$ cat config.mk
export PLATFORM = sky130hd
export DESIGN_NAME = variable_message_stream_parser
export DESIGN_NICKNAME = d
export VERILOG_FILES = /design/src/vmsp_pkg.sv /design/src/vmsp_parser.sv /design/src/vmsp_fifo.sv /design/src/variable_message_stream_parser.sv
export SDC_FILE = /design/constraint.sdc
export NUM_CORES = 2
export LEC_CHECK = 0
export BUFFER_PORTS_ARGS = -buffer_cell sky130_fd_sc_hd__buf_4
export CAP_MARGIN = 20
export CORE_MARGIN = 2
export CORE_UTILIZATION = 27
export DETAILED_ROUTE_END_ITERATION = 12
export GPL_TIMING_DRIVEN = 0
export PLACE_DENSITY = 0.39
export SYNTH_ARGS = -nofsm -noshare
export SYNTH_HDL_FRONTEND = slang
export SYNTH_HIERARCHICAL = 1
export SYNTH_SLANG_ARGS = --single-unit
$ cat constraint.sdc
create_clock -name clk -period 13.72 [get_ports clk]
set_input_delay 3.43 -clock clk [delete_from_list [all_inputs] [get_ports clk]]
set_output_delay 3.43 -clock clk [all_outputs]
set_load 0.02 [all_outputs]
$ cat src/vmsp_pkg.sv
// ----------------------------------------------------------------------------
// vmsp_pkg
// Shared types and constants of the variable message stream parser.
// ----------------------------------------------------------------------------
package vmsp_pkg;
  localparam int unsigned FifoDepth = 2;
  localparam logic [31:0] HeaderBytes = 32'd12;
  localparam logic [31:0] TypeWordBytes = 32'd4;

  localparam logic [1:0] EV_FRAME = 2'd0;
  localparam logic [1:0] EV_NAME  = 2'd1;
  localparam logic [1:0] EV_VALUE = 2'd2;

  localparam logic [2:0] ERR_NONE  = 3'd0;
  localparam logic [2:0] ERR_SHORT = 3'd1;
  localparam logic [2:0] ERR_TYPE  = 3'd2;
  localparam logic [2:0] ERR_SIZE  = 3'd3;
  localparam logic [2:0] ERR_TRUNC = 3'd4;

  localparam logic [1:0] CFG_SWAP = 2'd0;
  localparam logic [1:0] CFG_NONAMES = 2'd1;
  localparam logic [1:0] CFG_MIN = 2'd2;
  localparam logic [1:0] CFG_MAX = 2'd3;

  typedef struct packed {
    logic [1:0]  event_res;
    logic [7:0]  byte_out;
    logic [31:0] var_number;
    logic [31:0] var_type_code;
    logic [31:0] var_length;
    logic [31:0] byte_offset;
    logic        var_last;
    logic [31:0] msg_type;
    logic        message_done;
    logic [2:0]  error_code;
  } result_t;
endpackage

$ cat src/vmsp_parser.sv
// ----------------------------------------------------------------------------
// vmsp_parser
// Front end: accepts bytes, tracks framing state and builds one result each.
// ----------------------------------------------------------------------------
module vmsp_parser (
  input  logic                clk,
  input  logic                rst_n,
  input  logic                swap_bytes,
  input  logic                no_names,
  input  logic [31:0]         min_type_code,
  input  logic [31:0]         max_type_code,
  input  logic                step,
  input  logic [7:0]          data_byte,
  input  logic                last_byte,
  output vmsp_pkg::result_t   res
);
  localparam logic [3:0] PH_MSG_TYPE = 4'd0;
  localparam logic [3:0] PH_MSG_SIZE = 4'd1;
  localparam logic [3:0] PH_VAR_COUNT = 4'd2;
  localparam logic [3:0] PH_NAME_LEN = 4'd3;
  localparam logic [3:0] PH_NAME = 4'd4;
  localparam logic [3:0] PH_VAR_TYPE = 4'd5;
  localparam logic [3:0] PH_VAR_SIZE = 4'd6;
  localparam logic [3:0] PH_VALUE = 4'd7;
  localparam logic [3:0] PH_DONE = 4'd8;

  logic [3:0]  phase_r, phase_nxt;
  logic [31:0] shift_r, shift_nxt;
  logic [1:0]  wcnt_r, wcnt_nxt;
  logic [31:0] total_r, total_nxt;
  logic [31:0] rem_r, rem_nxt;
  logic [31:0] cvar_r, cvar_nxt;
  logic [31:0] vtot_r, vtot_nxt;
  logic [31:0] htype_r, htype_nxt;
  logic [31:0] hsize_r, hsize_nxt;
  logic [31:0] hmtype_r, hmtype_nxt;
  logic [31:0] hmsize_r, hmsize_nxt;
  logic        terr_r, terr_nxt;

  logic [31:0] word;
  logic        wdone;
  logic [31:0] cvar_inc;
  logic [3:0]  begin_ph;

  always_comb begin
    if (swap_bytes) word = {shift_r[23:0], data_byte};
    else begin
      word = shift_r;
      unique case (wcnt_r)
        2'd0: word[7:0] = data_byte;
        2'd1: word[15:8] = data_byte;
        2'd2: word[23:16] = data_byte;
        default: word[31:24] = data_byte;
      endcase
    end
    wdone = (wcnt_r == 2'd3);
  end

  assign cvar_inc = cvar_r + 32'd1;
  assign begin_ph = no_names ? PH_VAR_TYPE : PH_NAME_LEN;

  always_comb begin
    logic take;
    phase_nxt = phase_r;
    shift_nxt = shift_r;
    wcnt_nxt = wcnt_r;
    total_nxt = (total_r == 32'hFFFF_FFFF) ? total_r : total_r + 32'd1;
    rem_nxt = rem_r;
    cvar_nxt = cvar_r;
    vtot_nxt = vtot_r;
    htype_nxt = htype_r;
    hsize_nxt = hsize_r;
    hmtype_nxt = hmtype_r;
    hmsize_nxt = hmsize_r;
    terr_nxt = terr_r;
    res = '0;
    res.byte_out = data_byte;
    take = (phase_r == PH_MSG_TYPE) || (phase_r == PH_MSG_SIZE) ||
           (phase_r == PH_VAR_COUNT) || (phase_r == PH_NAME_LEN) ||
           (phase_r == PH_VAR_TYPE) || (phase_r == PH_VAR_SIZE);
    if (take) begin
      shift_nxt = wdone ? 32'd0 : word;
      wcnt_nxt = wcnt_r + 2'd1;
    end
    unique case (phase_r)
      PH_MSG_TYPE: if (wdone) begin
        hmtype_nxt = word;
        if (word < min_type_code || word > max_type_code) terr_nxt = 1'b1;
        phase_nxt = PH_MSG_SIZE;
      end
      PH_MSG_SIZE: if (wdone) begin
        hmsize_nxt = word;
        phase_nxt = PH_VAR_COUNT;
      end
      PH_VAR_COUNT: if (wdone) begin
        vtot_nxt = word;
        cvar_nxt = '0;
        phase_nxt = (word == 32'd0) ? PH_DONE : begin_ph;
      end
      PH_NAME_LEN: if (wdone) begin
        hsize_nxt = word;
        rem_nxt = word;
        phase_nxt = (word == 32'd0) ? PH_VAR_TYPE : PH_NAME;
      end
      PH_NAME: begin
        res.event_res = vmsp_pkg::EV_NAME;
        res.var_number = cvar_r;
        res.byte_offset = hsize_r - rem_r;
        rem_nxt = rem_r - 32'd1;
        if (rem_r == 32'd1) phase_nxt = PH_VAR_TYPE;
      end
      PH_VAR_TYPE: if (wdone) begin
        htype_nxt = word;
        phase_nxt = PH_VAR_SIZE;
      end
      PH_VAR_SIZE: if (wdone) begin
        hsize_nxt = word;
        rem_nxt = word;
        if (word == 32'd0) begin
          cvar_nxt = cvar_inc;
          phase_nxt = (cvar_inc == vtot_r) ? PH_DONE : begin_ph;
        end else phase_nxt = PH_VALUE;
      end
      PH_VALUE: begin
        res.event_res = vmsp_pkg::EV_VALUE;
        res.var_number = cvar_r;
        res.var_type_code = htype_r;
        res.var_length = hsize_r;
        res.byte_offset = hsize_r - rem_r;
        rem_nxt = rem_r - 32'd1;
        if (rem_r == 32'd1) begin
          res.var_last = 1'b1;
          cvar_nxt = cvar_inc;
          phase_nxt = (cvar_inc == vtot_r) ? PH_DONE : begin_ph;
        end
      end
      default: phase_nxt = PH_DONE;
    endcase
    // message type field includes a type word completed by this byte
    res.msg_type = hmtype_nxt;
    if (last_byte) begin
      if (total_nxt < vmsp_pkg::HeaderBytes) res.error_code = vmsp_pkg::ERR_SHORT;
      else if (terr_nxt) res.error_code = vmsp_pkg::ERR_TYPE;
      else if (total_nxt - vmsp_pkg::TypeWordBytes != hmsize_nxt)
        res.error_code = vmsp_pkg::ERR_SIZE;
      else if (phase_nxt != PH_DONE) res.error_code = vmsp_pkg::ERR_TRUNC;
      else res.error_code = vmsp_pkg::ERR_NONE;
      res.message_done = (res.error_code == vmsp_pkg::ERR_NONE);
    end
  end

  always_ff @(posedge clk) begin
    if (!rst_n || (step && last_byte)) begin
      phase_r <= PH_MSG_TYPE;
      shift_r <= '0; wcnt_r <= '0; total_r <= '0; rem_r <= '0;
      cvar_r <= '0; vtot_r <= '0; htype_r <= '0; hsize_r <= '0;
      hmtype_r <= '0; hmsize_r <= '0; terr_r <= 1'b0;
    end else if (step) begin
      phase_r <= phase_nxt;
      shift_r <= shift_nxt; wcnt_r <= wcnt_nxt; total_r <= total_nxt;
      rem_r <= rem_nxt; cvar_r <= cvar_nxt; vtot_r <= vtot_nxt;
      htype_r <= htype_nxt; hsize_r <= hsize_nxt; hmtype_r <= hmtype_nxt;
      hmsize_r <= hmsize_nxt; terr_r <= terr_nxt;
    end
  end
endmodule

$ cat src/vmsp_fifo.sv
// ----------------------------------------------------------------------------
// vmsp_fifo
// Result queue between the parser and the output channel.
// ----------------------------------------------------------------------------
module vmsp_fifo #(
  parameter int unsigned Depth = vmsp_pkg::FifoDepth
) (
  input  logic              clk,
  input  logic              rst_n,
  input  logic              wr_valid,
  output logic              wr_ready,
  input  vmsp_pkg::result_t wr_data,
  output logic              rd_valid,
  input  logic              rd_ready,
  output vmsp_pkg::result_t rd_data
);
  localparam int unsigned Aw = (Depth > 1) ? $clog2(Depth) : 1;
  vmsp_pkg::result_t mem_r [Depth];
  logic [Aw-1:0] wp_r, rp_r;
  logic [Aw:0]   cnt_r;
  logic wr, rd;

  assign wr_ready = (cnt_r != (Aw+1)'(Depth)) || rd;
  assign rd_valid = (cnt_r != '0);
  assign rd = rd_valid && rd_ready;
  assign wr = wr_valid && wr_ready;
  assign rd_data = mem_r[rp_r];

  always_ff @(posedge clk) begin
    if (wr) mem_r[wp_r] <= wr_data;
  end

  always_ff @(posedge clk) begin
    if (!rst_n) begin
      wp_r <= '0; rp_r <= '0; cnt_r <= '0;
    end else begin
      if (wr) wp_r <= (wp_r == Aw'(Depth - 1)) ? '0 : wp_r + Aw'(1);
      if (rd) rp_r <= (rp_r == Aw'(Depth - 1)) ? '0 : rp_r + Aw'(1);
      cnt_r <= cnt_r + (Aw+1)'(wr) - (Aw+1)'(rd);
    end
  end
endmodule

$ cat src/variable_message_stream_parser.sv
// ----------------------------------------------------------------------------
// variable_message_stream_parser
// Byte-serial message parser with a result queue toward the output side.
// ----------------------------------------------------------------------------
// channel  dir  handshake              payload
// in       in   in_valid/in_ready      in_data_byte, in_last_byte
// out      out  out_valid/out_ready    out_* result fields
// cfg      in   cfg_valid/cfg_ready    cfg_index, cfg_data
// One byte per cycle while in_ready is high; each byte is parsed in the cycle
// it is accepted and its result is queued behind any earlier ones for out.
// The result queue (FifoDepth entries) sets how long out may stall before
// in_ready drops. Synchronous active-low reset clears state, cfg to defaults.
// ----------------------------------------------------------------------------
module variable_message_stream_parser #(
  parameter int unsigned FifoDepth = vmsp_pkg::FifoDepth
) (
  input  logic        clk,
  input  logic        rst_n,
  input  logic        in_valid,
  output logic        in_ready,
  input  logic [7:0]  in_data_byte,
  input  logic        in_last_byte,
  output logic        out_valid,
  input  logic        out_ready,
  output logic [1:0]  out_event_res,
  output logic [7:0]  out_byte_out,
  output logic [31:0] out_var_number,
  output logic [31:0] out_var_type_code,
  output logic [31:0] out_var_length,
  output logic [31:0] out_byte_offset,
  output logic        out_var_last,
  output logic [31:0] out_msg_type,
  output logic        out_message_done,
  output logic [2:0]  out_error_code,
  input  logic        cfg_valid,
  output logic        cfg_ready,
  input  logic [1:0]  cfg_index,
  input  logic [31:0] cfg_data
);
  logic swap_r, nonames_r;
  logic [31:0] min_r, max_r;
  vmsp_pkg::result_t pres, ores;
  logic step;

  assign cfg_ready = 1'b1;
  always_ff @(posedge clk) begin
    if (!rst_n) begin
      swap_r <= 1'b0; nonames_r <= 1'b0; min_r <= '0; max_r <= 32'd255;
    end else if (cfg_valid) begin
      unique case (cfg_index)
        vmsp_pkg::CFG_SWAP: swap_r <= cfg_data[0];
        vmsp_pkg::CFG_NONAMES: nonames_r <= cfg_data[0];
        vmsp_pkg::CFG_MIN: min_r <= cfg_data;
        default: max_r <= cfg_data;
      endcase
    end
  end

  assign step = in_valid && in_ready;

  vmsp_parser u_parser (
    .clk, .rst_n, .swap_bytes(swap_r), .no_names(nonames_r),
    .min_type_code(min_r), .max_type_code(max_r), .step,
    .data_byte(in_data_byte), .last_byte(in_last_byte), .res(pres)
  );

  vmsp_fifo #(.Depth(FifoDepth)) u_fifo (
    .clk, .rst_n, .wr_valid(in_valid), .wr_ready(in_ready), .wr_data(pres),
    .rd_valid(out_valid), .rd_ready(out_ready), .rd_data(ores)
  );

  assign out_event_res = ores.event_res;
  assign out_byte_out = ores.byte_out;
  assign out_var_number = ores.var_number;
  assign out_var_type_code = ores.var_type_code;
  assign out_var_length = ores.var_length;
  assign out_byte_offset = ores.byte_offset;
  assign out_var_last = ores.var_last;
  assign out_msg_type = ores.msg_type;
  assign out_message_done = ores.message_done;
  assign out_error_code = ores.error_code;
endmodule

# Word level (Yosys, flattened, before mapping)
# Memory sizes are Yosys's and may differ from the RTL's. A register that Yosys moved wholly into a read port is not among the register bits.
# Cells that the tools add are included.
[classes]
addsub = 10
n_lt_le_gt_ge = 3
eq_ne = 23
mux = 53
bitwise = 1
n_reduce_logical = 34
[ops]
columns = ["cell", "n"]
rows = [
  ["32-bit two-way mux", 14],
  ["32-bit one-hot mux with 3 select lines", 1],
  ["32-bit by 1-bit adder with 32-bit output, second input constant", 2],
  ["64-bit two-way mux", 1],
  ["32-bit one-hot mux with 2 select lines", 1],
  ["4-bit two-way mux", 12],
  ["32-bit by 1-bit == test with 1-bit output, second input constant", 1],
  ["32-bit == test", 1],
  ["32-bit == test, second input constant", 1],
  ["32-bit > comparator", 1],
  ["32-bit logical NOT", 1],
  ["32-bit < comparator", 1],
  ["32-bit by 4-bit < comparator with 1-bit output, second input constant", 1],
  ["8-bit two-way mux", 4],
  ["32-bit inequality test", 1],
  ["4-bit one-hot mux with 8 select lines", 1],
  ["32-bit by 1-bit subtractor with 32-bit output, second input constant", 1],
  ["32-bit by 3-bit subtractor with 32-bit output, second input constant", 1],
  ["32-bit subtractor", 1],
  ["3-bit two-way mux", 6],
  ["4-bit by 3-bit == test with 1-bit output, second input constant", 4],
  ["1-bit two-way mux", 12],
  ["3-bit AND reduction", 4],
  ["2-bit AND reduction", 5],
  ["24 further kinds", 46],
]
[totals]
regBits = 365
ramBits = 350
inputBits = 48
out_inout_bits = 178
wordCells = 144
memories = 1
[memory_table]
columns = ["memory", "words", "word_bits", "rd", "rd_clocked_by_memory_dff", "wr", "line_no", "rtl"]
rows = [
  ["u_fifo.mem_r", 2, 175, 1, 1, 1, "vmsp_fifo.sv:18", "vmsp_pkg::result_t mem_r [Depth];"],
]

# Depth between registers and ports, before layout
[depth]
depth_word = 16
depth_mapped = 20
ltp_nobuf = 18

# By module
# The synthesis kept the hierarchy.
[by_module_without_submodules]
columns = ["mod", "n_inst", "cells_per_inst", "area_per_inst_um2", "seq_area_each_um2"]
rows = [
  ["vmsp_parser", 1, 2894, 21084.0, 5905.7],
  ["vmsp_fifo", 1, 574, 12878.6, 10610.2],
  ["variable_message_stream_parser", 1, 267, 2571.2, 1321.3],
]

# Least setup slack after synthesis
# Ideal clock, no wire load.
[synth_timing]
path_type = "input -> register"
start = "input out_ready"
end = "memory u_fifo/mem_r[0][0] (netlist bit) (enable)"
setup_time_ns = 0.712
arrival_time_ns = 11.042
required_time_ns = 13.008
setup_slack_ns = 1.966
path_stages = 3
n_path_buf = 0
cell_sequence = "or3b_1 -> nand2_2 -> nor2_1"
[synth_between]
elab_chain_cells = 5
[synth_rtl]
columns = ["element", "line_no", "rtl"]
rows = [
  ["from (decl)", "variable_message_stream_parser.sv:24", "input logic out_ready,"],
  ["1-bit logical AND", "vmsp_fifo.sv:25", "assign rd = rd_valid && rd_ready;"],
  ["1-bit logical OR", "vmsp_fifo.sv:23", "assign wr_ready = (cnt_r != (Aw+1)'(Depth)) || rd;"],
  ["1-bit logical AND", "vmsp_fifo.sv:26", "assign wr = wr_valid && wr_ready;"],
  ["1-bit two-way mux", "vmsp_fifo.sv:30", "if (wr) mem_r[wp_r] <= wr_data;"],
  ["1-bit two-way mux (not written as such)", "vmsp_fifo.sv:30", ""],
  ["to (decl)", "vmsp_fifo.sv:18", ""],
]
# Every way passes these cells.

# Final worst setup path
[layout_timing]
start = "input in_data_byte[5]"
end = "register u_parser.cvar_r[29]"
[layout_between]
elab_chain_cells = 5
word_cells_on_any_way = 8
classes_between = "1 x eq/ne; 5 x mux; 2 x reduce/logical"
[layout_rtl]
columns = ["element", "line_no", "rtl"]
rows = [
  ["from (decl)", "variable_message_stream_parser.sv:21", "input logic [7:0] in_data_byte,"],
  ["8-bit two-way mux", "vmsp_parser.sv:49", "unique case (wcnt_r)"],
  ["32-bit two-way mux", "vmsp_parser.sv:46", "if (swap_bytes) word = {shift_r[23:0], data_byte};"],
  ["named net u_parser.word[13]", "vmsp_parser.sv:40", "logic [31:0] word;"],
  ["32-bit logical NOT", "vmsp_parser.sv:119", "if (word == 32'd0) begin"],
  ["2-bit inequality test (no source line)", "n/a", ""],
  ["6-bit AND reduction (no source line)", "n/a", ""],
  ["to (signal assigned)", "vmsp_parser.sv:161", "rem_r <= rem_nxt; cvar_r <= cvar_nxt; vtot_r <= vtot_nxt;"],
  ["to (decl)", "vmsp_parser.sv:32", "logic [31:0] cvar_r, cvar_nxt;"],
]
# The timed path passes the listed nets, and every way through them passes these cells.
# A chain may end at the register's enable or synchronous reset.

==> metrics <==
Hold WC Path Type=reg2reg; Clock Latency Late Sink=700 ps; total global-route track usage=19.5%; GPL Wtd Cong=0.922; Total Power=5960 uW; maximum root-to-sink buffer count=3; Hold Startpoint=u_parser/htype_r[22]; Main synth FF type=dfxtp_1; drt initial violations=2256; DIE AREA=0.138 mm^2; top-area cell type share of the netlist area=28.8%; Tcrit/Tclk final=57.1%; Vias/cell=4.90; FP Rows=134; chip width=372 um; crit end category=flip-flop; CTS tree=done; crit-path max cell delay=810 ps; Synthesized Nets=3889; clock skew=35.6 ps; largest family of logic cells by synthesized area=simple AND/OR/NAND/NOR gates; leading area contributor after synthesis=edfxtp_1; Synth Instances=3735; final setup fails=0; total of max-cap violations=0; fmax=128 MHz; # DRC=0; YS warnings=6; initial antenna violation count=9; final hold vios=0; simple-gate share of the synthesized area=17.9%; Crit path max-delay family=buffers and inverters; Ports=226; nets@finish=4236; Sink Count=716; cells along the critical path=buf_4, mux2i_1, o21a_1, clkbuf_1, inv_1, nor4_1, nand2_1, nor4_1, and4_1, clkbuf_1, and3_1, o21ai_1, nor2_1, clkbuf_1, nand3_1, a21oi_1; hold endpoint=u_parser/htype_r[22]; core box area=0.134 mm^2; status=complete, no violations; unrepaired setup endpoints after global routing=false; grt ovf=0; wire length of the first global-routing pass=199000 um; number of global-route vias before repair=28248; maximum fanout along the worst path=10; commonest non-fill, non-tap cell in the layout=nand2_1; root buf cell=clkbuf_16; multiplexer share of the synthesized area=9.39%; most used cell, CP=clkbuf_1; Syn-to-layout area delta=20.6%; worst r2r src=u_parser/total_r[0]; Synth cell types=95; worst slew pin tran=1280 ps; XOR/XNOR share of the synthesized area=4.31%; mapped cell area=0.0365 mm^2; post-CTS setup buffer count=0; first-pass iteration count of the detailed router=6; cts repair resizes=0; htree depth=3; dominant cells by area after synthesis=edfxtp_1 29%, dfxtp_1 20%, mux2_2 5.8%; CTS Hold Bufs=0; Worst R2R End=u_fifo/mem_r[0][2]; Detail Route Antenna Nets=0; drt total wl=137000 um; CTS buffer count=88; max-slew violations=0; post-synthesis async set-or-reset flop share=0%; minimum clock period=7840 ps; Adder-Cell Fraction of Synth Area=3.65%; Avg Inst Size Synth=9.78 um^2; WHS Path Cells=2; slowest library cell on the worst path=clkbuf_1; startpoint types=primary input; Setup TNS=0 ps; via count=29031; Buf/Inv on CP=5; relative slew slack=14.8%; Initial Util=27.3%; peak supply drop=0.0000845 V; Worst-path clk slew=60 ps; leakage=0.0161 uW; number of synthesized register bits=716; Pwr Density=135 mW/mm^2; R2R setup slack=7520 ps; most frequent cells in the layout=402 x nand2_1, 366 x dfxtp_1, 365 x nor2_1, 350 x edfxtp_1, 263 x a21oi_1; Routed WL per cell=23.1 um; Final HPWL DP=102000 um; WS Path Type=in2reg; Worst Path Arrival=8440 ps; post-synthesis compound-gate area fraction=11.4%; Required @ worst endpoint=14330 ps; worst reg-to-reg path cell count=17; sequential share of the synthesized area=48.8%; layout cells sized above 1=16.9%; Setup crit start=in_data_byte[5]; Die Height=372 um; Port Buffer Count=224; pin count of the biggest net entering global routing=55; number of flops mapped to enable cells by yosys=350
-- through the flow --
stage                     instances  util (%)  instance area, um^2  hold WS (ps)  setup slack [ps]
after global placement         5727      30.2                40400           440             -4090
after global routing           5921      32.9                44100           465              5540
final                          5923      32.9                44100           452              5880
after CTS                      5921      32.9                44100           454              5880
after floorplan                3735         -                36500           432              1970
after detailed placement       5760      30.7                41100           446              5140
-- cell usage after synthesis (all sizes together) (32+ instances only) --
library cell / instances
a211oi: 63
a21o: 32
a21oi: 267
and2: 115
and3: 36
buf: 84
clkbuf: 155
dfxtp: 366
edfxtp: 350
ha: 105
inv: 148
mux2: 189
mux2i: 130
nand2: 403
nand3: 68
nand4: 56
nor2: 367
nor3: 96
nor4: 37
o21ai: 159
xnor2: 112
xor2: 55
-- cells by family after synthesis --
kind of cell | count (synthesis)
adder cells (fa/ha/maj) | 106
AND/OR/NAND/NOR | 1351
flip-flops | 716
multiplexers | 319
buffers and inverters | 388
AO/OA/AOI/OAI | 682
XOR/XNOR | 172
other | 1
-- flip-flops by register name, summed over array words and instances, names as in the netlist, 2 cells and up, named ones only --
register / count
max_r: 32
min_r: 32
u_fifo/cnt_r: 2
u_fifo/mem_r: 350
u_parser/cvar_r: 32
u_parser/hmsize_r: 32
u_parser/hmtype_r: 32
u_parser/hsize_r: 32
u_parser/htype_r: 32
u_parser/phase_r: 4
u_parser/rem_r: 32
u_parser/shift_r: 32
u_parser/total_r: 32
u_parser/vtot_r: 32
u_parser/wcnt_r: 2
-- cell type report --
cell class | instances | area, um^2
diodes | 2 | 5.00
plain buffers | 239 | 1100
clock buffers | 112 | 2360
clock inverters | 49 | 572
fillers | 13877 | 89900
inverters | 149 | 559
multi-input cells | 2631 | 17100
flip-flops and latches | 716 | 17800
well taps | 1768 | 2210
repair buffers | 257 | 2280
-- power breakdown --
group | switching (uW) | internal [uW] | leakage (uW)
logic | 727 | 462 | 0.00837
registers | 35.0 | 2350 | 0.00630
clock network | 979 | 1410 | 0.00144
-- worst max path at each step --
stage / to / slack (ps) / cells after the start
CTS: u_parser/cvar_r[29] / 5880 / 16
detailed placement: u_parser/cvar_r[29] / 5140 / 16
global route: u_parser/cvar_r[29] / 5540 / 16
finish: u_parser/cvar_r[29] / 5880 / 16
floorplan: u_fifo/mem_r[0][0] / 1970 / 3
global placement: u_fifo/mem_r[0][142] / -4090 / 4
-- layer usage --
metal	wire, um	track usage [%]	vias up
li1	-	-	13987
met1	63600	27.0	14107
met2	62500	31.3	766
met3	6650	2.64	167
met4	4210	6.56	4
met5	22	0	-
-- tightest hold or removal path: cells and delay by family, from the launching register on --
| family | cells | cell delay [ps] |
|---|---|---|
| compound gates | 1 | 50 |
| simple gates | 1 | 50 |
| flops | 1 | 300 |
Power figures use the tool's default switching activity.
